==> config.mk <==
export PLATFORM = sky130hd
export DESIGN_NAME = sorted_priority_queue_core
export DESIGN_NICKNAME = d
export VERILOG_FILES = /design/src/hw/rtl/spq_pkg.sv /design/src/hw/rtl/spq_ram.sv /design/src/hw/rtl/spq_ctrl.sv /design/src/hw/rtl/sorted_priority_queue_core.sv
export SDC_FILE = /design/constraint.sdc
export NUM_CORES = 1
export LEC_CHECK = 0
export BUFFER_PORTS_ARGS = -buffer_cell sky130_fd_sc_hd__buf_2
export CORE_UTILIZATION = 45
export CTS_BUF_LIST = sky130_fd_sc_hd__clkbuf_8
export CTS_CLUSTER_DIAMETER = 200
export CTS_CLUSTER_SIZE = 8
export DETAILED_ROUTE_END_ITERATION = 8
export SYNTH_ARGS = -nofsm -noshare
export SYNTH_HDL_FRONTEND = slang
export SYNTH_HIERARCHICAL = 1
export SYNTH_SLANG_ARGS = --single-unit
==> constraint.sdc <==
create_clock -name clk -period 10.12 [get_ports clk]
set_input_delay 2.024 -clock clk [delete_from_list [all_inputs] [get_ports clk]]
set_output_delay 2.024 -clock clk [all_outputs]
set_load 0.01 [all_outputs]
==> src/hw/rtl/spq_pkg.sv <==
// Package for the sorted priority queue: depth constants, codes, word types.
// Used by spq_ctrl and sorted_priority_queue_core.
package spq_pkg;

  localparam int DEPTH = 8;
  localparam int IDX_W = (DEPTH > 1) ? $clog2(DEPTH) : 1;
  localparam int CNT_W = $clog2(DEPTH + 1);
  localparam int CAP_W = 4;
  localparam int CMP_W = (CNT_W > CAP_W) ? CNT_W : CAP_W;
  localparam logic [CAP_W-1:0] CAP_RESET = CAP_W'(8);

  localparam logic KIND_INSERT = 1'b0;
  localparam logic KIND_PULL   = 1'b1;

  localparam logic [1:0] ST_DONE  = 2'd0;
  localparam logic [1:0] ST_FULL  = 2'd1;
  localparam logic [1:0] ST_EMPTY = 2'd2;

  typedef struct packed {
    logic               kind;
    logic signed [31:0] item_value;
    logic signed [15:0] item_priority;
  } in_word_t;

  typedef struct packed {
    logic [1:0]         status;
    logic signed [31:0] pulled_value;
    logic signed [15:0] pulled_priority;
    logic               head_valid;
    logic signed [31:0] head_value;
    logic signed [15:0] head_priority;
    logic [3:0]         entry_count;
  } out_word_t;

  typedef struct packed {
    logic signed [15:0] prio;
    logic signed [31:0] value;
  } entry_t;

  typedef enum logic [2:0] {
    S_IDLE,
    S_INS_CMP,
    S_INS_HEAD,
    S_PULL_MV,
    S_REPORT
  } state_t;

endpackage

==> src/hw/rtl/spq_ram.sv <==
// Generic single-write, single-read synchronous RAM with a registered read port.
// No package dependency.
module spq_ram #(
  parameter int AW = 3,
  parameter int DW = 48
) (
  input  logic          clk,
  input  logic          we,
  input  logic [AW-1:0] waddr,
  input  logic [DW-1:0] wdata,
  input  logic          re,
  input  logic [AW-1:0] raddr,
  output logic [DW-1:0] rdata_r
);

  logic [DW-1:0] mem [2**AW];

  always_ff @(posedge clk) begin
    if (we) begin
      mem[waddr] <= wdata;
    end
  end

  always_ff @(posedge clk) begin
    if (re) begin
      rdata_r <= mem[raddr];
    end
  end

endmodule

==> src/hw/rtl/spq_ctrl.sv <==
// Queue sequencer: walks the entry RAM to shift entries on insert and pull,
// keeps the head entry and count in registers. Depends on spq_pkg, spq_ram.
module spq_ctrl (
  input  logic                    clk,
  input  logic                    rst_n,
  input  logic                    start,
  input  spq_pkg::in_word_t       in_data,
  input  logic [spq_pkg::CAP_W-1:0] cap,
  output logic                    busy,
  output logic                    out_strobe,
  output spq_pkg::out_word_t      out_data
);
  import spq_pkg::*;

  state_t state_r, state_nxt;
  in_word_t item_r, item_nxt;
  entry_t head_r, head_nxt;
  logic [CNT_W-1:0] count_r, count_nxt;
  logic [IDX_W-1:0] idx_r, idx_nxt;
  logic [1:0] status_r, status_nxt;
  entry_t pulled_r, pulled_nxt;

  logic we, re;
  logic [IDX_W-1:0] waddr, raddr;
  entry_t wdata, rdata;
  logic [$bits(entry_t)-1:0] rdata_raw;

  logic full_w, ins_stop_w, idx_one_w, pull_last_w;
  logic [CMP_W-1:0] cnt_ext;
  entry_t new_entry;

  spq_ram #(.AW(IDX_W), .DW($bits(entry_t))) u_ram (
    .clk    (clk),
    .we     (we),
    .waddr  (waddr),
    .wdata  (wdata),
    .re     (re),
    .raddr  (raddr),
    .rdata_r(rdata_raw)
  );

  assign rdata       = entry_t'(rdata_raw);
  assign cnt_ext     = CMP_W'(count_r);
  assign full_w      = (cnt_ext >= CMP_W'(cap)) || (count_r >= CNT_W'(DEPTH));
  assign ins_stop_w  = rdata.prio <= item_r.item_priority;
  assign idx_one_w   = idx_r == IDX_W'(1);
  assign pull_last_w = (CNT_W'(idx_r) + CNT_W'(1)) == count_r;
  assign new_entry   = '{prio: item_r.item_priority, value: item_r.item_value};

  // Next state
  always_comb begin
    state_nxt = state_r;
    case (state_r)
      S_IDLE: begin
        if (start) begin
          if (in_data.kind == KIND_INSERT) begin
            state_nxt = (full_w || count_r == '0) ? S_REPORT : S_INS_CMP;
          end else begin
            state_nxt = (count_r <= CNT_W'(1)) ? S_REPORT : S_PULL_MV;
          end
        end
      end
      S_INS_CMP: begin
        if (ins_stop_w) begin
          state_nxt = S_REPORT;
        end else if (idx_one_w) begin
          state_nxt = S_INS_HEAD;
        end
      end
      S_INS_HEAD: state_nxt = S_REPORT;
      S_PULL_MV: begin
        if (pull_last_w) begin
          state_nxt = S_REPORT;
        end
      end
      S_REPORT: state_nxt = S_IDLE;
      default:  state_nxt = S_IDLE;
    endcase
  end

  // Datapath and RAM control
  always_comb begin
    item_nxt   = item_r;
    head_nxt   = head_r;
    count_nxt  = count_r;
    idx_nxt    = idx_r;
    status_nxt = status_r;
    pulled_nxt = pulled_r;
    we         = 1'b0;
    re         = 1'b0;
    waddr      = '0;
    raddr      = '0;
    wdata      = '0;
    case (state_r)
      S_IDLE: begin
        if (start) begin
          item_nxt   = in_data;
          status_nxt = ST_DONE;
          pulled_nxt = '0;
          if (in_data.kind == KIND_INSERT) begin
            if (full_w) begin
              status_nxt = ST_FULL;
            end else if (count_r == '0) begin
              we        = 1'b1;
              wdata     = '{prio: in_data.item_priority, value: in_data.item_value};
              head_nxt  = '{prio: in_data.item_priority, value: in_data.item_value};
              count_nxt = CNT_W'(1);
            end else begin
              // start the walk at the tail
              re      = 1'b1;
              raddr   = IDX_W'(count_r - CNT_W'(1));
              idx_nxt = IDX_W'(count_r);
            end
          end else begin
            if (count_r == '0) begin
              status_nxt = ST_EMPTY;
            end else begin
              pulled_nxt = head_r;
              if (count_r == CNT_W'(1)) begin
                count_nxt = '0;
              end else begin
                re      = 1'b1;
                raddr   = IDX_W'(1);
                idx_nxt = IDX_W'(1);
              end
            end
          end
        end
      end
      S_INS_CMP: begin
        we    = 1'b1;
        waddr = idx_r;
        if (ins_stop_w) begin
          wdata     = new_entry;
          count_nxt = count_r + CNT_W'(1);
        end else begin
          // move the larger entry one slot back
          wdata   = rdata;
          idx_nxt = idx_r - IDX_W'(1);
          if (!idx_one_w) begin
            re    = 1'b1;
            raddr = idx_r - IDX_W'(2);
          end
        end
      end
      S_INS_HEAD: begin
        we        = 1'b1;
        waddr     = '0;
        wdata     = new_entry;
        head_nxt  = new_entry;
        count_nxt = count_r + CNT_W'(1);
      end
      S_PULL_MV: begin
        we    = 1'b1;
        waddr = idx_r - IDX_W'(1);
        wdata = rdata;
        if (idx_one_w) begin
          head_nxt = rdata;
        end
        if (pull_last_w) begin
          count_nxt = count_r - CNT_W'(1);
        end else begin
          re      = 1'b1;
          raddr   = idx_r + IDX_W'(1);
          idx_nxt = idx_r + IDX_W'(1);
        end
      end
      S_REPORT: begin
      end
      default: begin
      end
    endcase
  end

  always_ff @(posedge clk) begin
    if (!rst_n) begin
      state_r <= S_IDLE;
      count_r <= '0;
    end else begin
      state_r <= state_nxt;
      count_r <= count_nxt;
    end
  end

  always_ff @(posedge clk) begin
    item_r   <= item_nxt;
    head_r   <= head_nxt;
    idx_r    <= idx_nxt;
    status_r <= status_nxt;
    pulled_r <= pulled_nxt;
  end

  assign busy       = state_r != S_IDLE;
  assign out_strobe = state_r == S_REPORT;

  always_comb begin
    out_data.status          = status_r;
    out_data.pulled_value    = pulled_r.value;
    out_data.pulled_priority = pulled_r.prio;
    out_data.head_valid      = count_r != '0;
    out_data.head_value      = (count_r != '0) ? head_r.value : '0;
    out_data.head_priority   = (count_r != '0) ? head_r.prio : '0;
    out_data.entry_count     = cnt_ext[3:0];
  end

endmodule

==> src/hw/rtl/sorted_priority_queue_core.sv <==
// Sorted priority queue top level: capacity register and the queue sequencer.
// Depends on spq_pkg and spq_ctrl.
//
//   channel  ports                          handshake
//   in       start, busy, in_data           taken when start & !busy
//   out      out_strobe, out_data           one cycle per word, no stall
//   cfg      cfg_we, cfg_wdata              written when cfg_we
//
// A refused word, an insert into an empty queue and a pull of the last entry
// give their result in the cycle after acceptance. Other inserts move each
// larger entry one slot back from the tail, then write the new entry; other
// pulls move each remaining entry one slot forward. The single entry RAM
// port pair sets this: one entry moved per cycle. busy holds from acceptance
// through the result cycle. Reset empties the queue and sets capacity to 8.
module sorted_priority_queue_core (
  input  logic                      clk,
  input  logic                      rst_n,
  input  logic                      start,
  output logic                      busy,
  input  spq_pkg::in_word_t         in_data,
  output logic                      out_strobe,
  output spq_pkg::out_word_t        out_data,
  input  logic                      cfg_we,
  input  logic [spq_pkg::CAP_W-1:0] cfg_wdata
);
  import spq_pkg::*;

  logic [CAP_W-1:0] cap_r;

  always_ff @(posedge clk) begin
    if (!rst_n) begin
      cap_r <= CAP_RESET;
    end else if (cfg_we) begin
      cap_r <= cfg_wdata;
    end
  end

  spq_ctrl u_ctrl (
    .clk       (clk),
    .rst_n     (rst_n),
    .start     (start),
    .in_data   (in_data),
    .cap       (cap_r),
    .busy      (busy),
    .out_strobe(out_strobe),
    .out_data  (out_data)
  );

endmodule
==> impl_metrics.tcl <==
set metrics [dict create \
    critPathMaxFanout 55 \
    cts_root_buf "clkbuf_8" \
    crit-reg2reg-capture "u_ctrl/u_ram/rdata_r[5]$_DFFE_PP_" \
    drv_slew 0 \
    numCtsBuffers 83 \
    period_share_pct 56.9 \
    synth_edf_count 581 \
    post_drt_wl_per_cell_um 25.1 \
    path_common_cell "buf_4" \
    ys_seq_area_share_pct 71.0 \
    grt_overflow_total 0 \
    yosysTopAreaCell "edfxtp_1" \
    status "complete, no violations" \
    min_period_ns 5.76 \
    worst_slew_pin_slew_ns 1.07 \
    final_cell_mix "581 x edfxtp_1, 161 x buf_2, 97 x a21o_1" \
    cts_setup_buffers 0 \
    drt-initial-drc-count 1328 \
    die_height_um 237 \
    drt_pass1_iterations 5 \
    crit_chain "ha_1 -> nand4_2 -> or4_4 -> a21oi_1 -> or4b_2 -> and2_4 -> nand2_1 -> o21ai_4 -> buf_4 -> buf_4 -> mux4_2 -> mux2_2" \
    drc 0 \
    cp.arrival_ns 6.15 \
    max_freq_ghz 0.174 \
    rsz0062_at_grt "no" \
    stdcell_count 2285 \
    setup_tns_ns 0 \
    synth_warnings 6 \
    detail_route.vias_per_cell 5.86 \
    syn_to_final_growth_pct 11.4 \
    dp_hpwl_um 31700 \
    seq_area_mm2 0.0177 \
    cts_buffer_depth 3 \
    final_common_cell "edfxtp_1" \
    cts_tree "built" \
    netlist_area_mm2 0.0249 \
    antenna_found_initial 3 \
    clk_latency_ns 0.66 \
    clk_pin_slew_ns 0.06 \
    grt_pass1_vias 13603 \
    path_delay_family "simple AND/OR/NAND/NOR gates" \
    dieArea_mm2 0.0563 \
    relSlewSlack_pct 26.5 \
    ys.flop_type "edfxtp_1" \
    fin_nets 1649 \
    portBuffers 161 \
    finalHoldViolations 0 \
    max-vdd-ir-drop_mv 0.165 \
    slowest_delay_ns 0.77 \
    hold_path.class "flip-flop to flip-flop" \
    grt_pass1_wl_um 85800 \
    cts_resized 0 \
    core.rowCount 85 \
    synth_top_area_share_pct 70.1 \
    skew_ns 0.0311 \
    setup.worst_path.start "u_ctrl/u_ram/rdata_r[47]$_DFFE_PP_" \
    critPathSlowestCell "buf_4" \
    cp_data_required_time_ns 10.51 \
    start_util_pct 45.9 \
    yosys.cell_types.count 57 \
    io_pins 162 \
    holdBufCountCts 0 \
    multi_input_area_mm2 0.00680 \
    start_kind "flip-flop" \
    wl_um 57300 \
    grt_usage_pct 20.6 \
    nFillCells 4452 \
    syn_nets 1465 \
    clock_sinks 592 \
    htreeDepth 3 \
    p_leak_nw 10.2 \
    worstSetupPathType "flip-flop to flip-flop" \
    cp-endpoint "u_ctrl/u_ram/rdata_r[5]$_DFFE_PP_" \
    synth-seq-cells 592 \
    grt_max_degree 104 \
    ff2ff_setup_slack_ns 4.36 \
    place.gp.congestion 0.828 \
    cp-end-kind "flip-flop" \
    cap_violations 0 \
    num_vias 13389 \
    holdWs_ns 0.486 \
    die_w_um 237 \
    regToRegStartpoint "u_ctrl/u_ram/rdata_r[47]$_DFFE_PP_" \
    detail-route-antenna-nets 0 \
    path_depth 12 \
    layout-drive-gt1-share_pct 27.8 \
    netlist_top_cells_area "edfxtp_1 70%, mux4_2 8.5%, a21o_1 2.9%" \
    syn_avg_cell_area_um2 18.0 \
    fp.coreArea_mm2 0.0542 \
    postSynthCellCount 1381 \
    reg2reg_depth 12 \
    setup_viol 0 \
    placedCellCount 2176 \
    power_density_mw_per_mm2 291 \
    async_flop_share_pct 0 \
    critPathBufInv 2 \
]
## report_power, final
group          internal, W  total, W  switching, W
sequential         0.00356   0.00380      0.000245
clock             0.000757   0.00160      0.000844
combinational      0.00114   0.00266       0.00152
total              0.00545   0.00806       0.00261
## Yosys cell counts, types with 15 or more instances
master / n
clkbuf_1: 54
nor2_1: 79
mux4_2: 94
mux2_4: 40
inv_1: 30
a21o_1: 97
and2_1: 52
ha_1: 27
edfxtp_1: 581
a221o_1: 48
nand2_1: 15
mux2i_1: 54
o21ai_0: 16
and3_1: 50
## cells by family (layout without fill, tap and decap cells)
kind of cell / Yosys count / count (layout) / share of synthesized area, %
buf+inv: 115 / 321 / 2.25
other cells: 0 / 2 / 0
fa+ha+maj: 27 / 27 / 1.36
flops: 592 / 592 / 71.0
compound gates: 199 / 199 / 6.25
xor+xnor: 9 / 9 / 0.317
mux: 199 / 199 / 13.8
simple gates: 240 / 240 / 5.11
## registers in the layout (all words and copies together), names as in the netlist
signal                count
u_ctrl/idx_r              3
cap_r                     4
u_ctrl/u_ram/rdata_r     48
u_ctrl/head_r            48
u_ctrl/out_data          48
u_ctrl/u_ram/mem        384
u_ctrl/item_r            48
u_ctrl/state_r            3
u_ctrl/cnt_ext            4
u_ctrl/status_r           2
## area by class of cell
class / instances / area share [%]
Clock buffer: 85 / 4.22
Sequential cell: 592 / 63.7
Timing Repair Buffer: 184 / 3.57
Tap cell: 696 / 3.14
Inverter: 30 / 0.406
Clock inverter: 22 / 0.379
Antenna cell: 2 / 0.0180
Multi-Input combinational cell: 674 / 24.5
## through the flow
| stage | total power (W) | util (%) | worst slack [ns] | cell area (um^2) |
|---|---|---|---|---|
| finish | 0.00806 | 51.1 | 4.36 | 27700 |
| global route | 0.00847 | 51.1 | 4.08 | 27700 |
| CTS | 0.00814 | 51.1 | 4.35 | 27700 |
| detailed placement | 0.00653 | 48.8 | 3.68 | 26400 |
| global placement | 0.00647 | 48.8 | 3.75 | 26400 |
| floorplan | 0.00572 | - | 0.176 | 24900 |
## worst reg2reg max path: cells and delay by family (launching register included)
kind | cells | cell delay (ns)
simple gates | 5 | 2.17
buf+inv | 2 | 1.36
compound gates | 2 | 0.42
fa+ha+maj | 1 | 0.43
flops | 1 | 0.43
mux | 2 | 0.72
## metal layers
| layer | global-route usage (%) | up-vias | wire length [um] |
|---|---|---|---|
| li1 | - | 5869 | - |
| met1 | 29.0 | 6974 | 25300 |
| met2 | 32.9 | 471 | 27300 |
| met3 | 3.99 | 73 | 3800 |
| met4 | 5.90 | 2 | 874 |
| met5 | 0 | - | 17 |
## how the worst min path moves through the flow
stage | from | slack [ns] | cells after the start | to
finish | cap_r[3]$_SDFFE_PN1P_ | 0.49 | 2 | cap_r[3]$_SDFFE_PN1P_
global route | cap_r[3]$_SDFFE_PN1P_ | 0.53 | 2 | cap_r[3]$_SDFFE_PN1P_
CTS | cap_r[3]$_SDFFE_PN1P_ | 0.49 | 2 | cap_r[3]$_SDFFE_PN1P_
detailed placement | cap_r[3]$_SDFFE_PN1P_ | 0.47 | 2 | cap_r[3]$_SDFFE_PN1P_
global placement | cap_r[3]$_SDFFE_PN1P_ | 0.46 | 2 | cap_r[3]$_SDFFE_PN1P_
floorplan | cap_r[3]$_SDFFE_PN1P_ | 0.44 | 2 | cap_r[3]$_SDFFE_PN1P_
(Power assumes the default switching activity.)
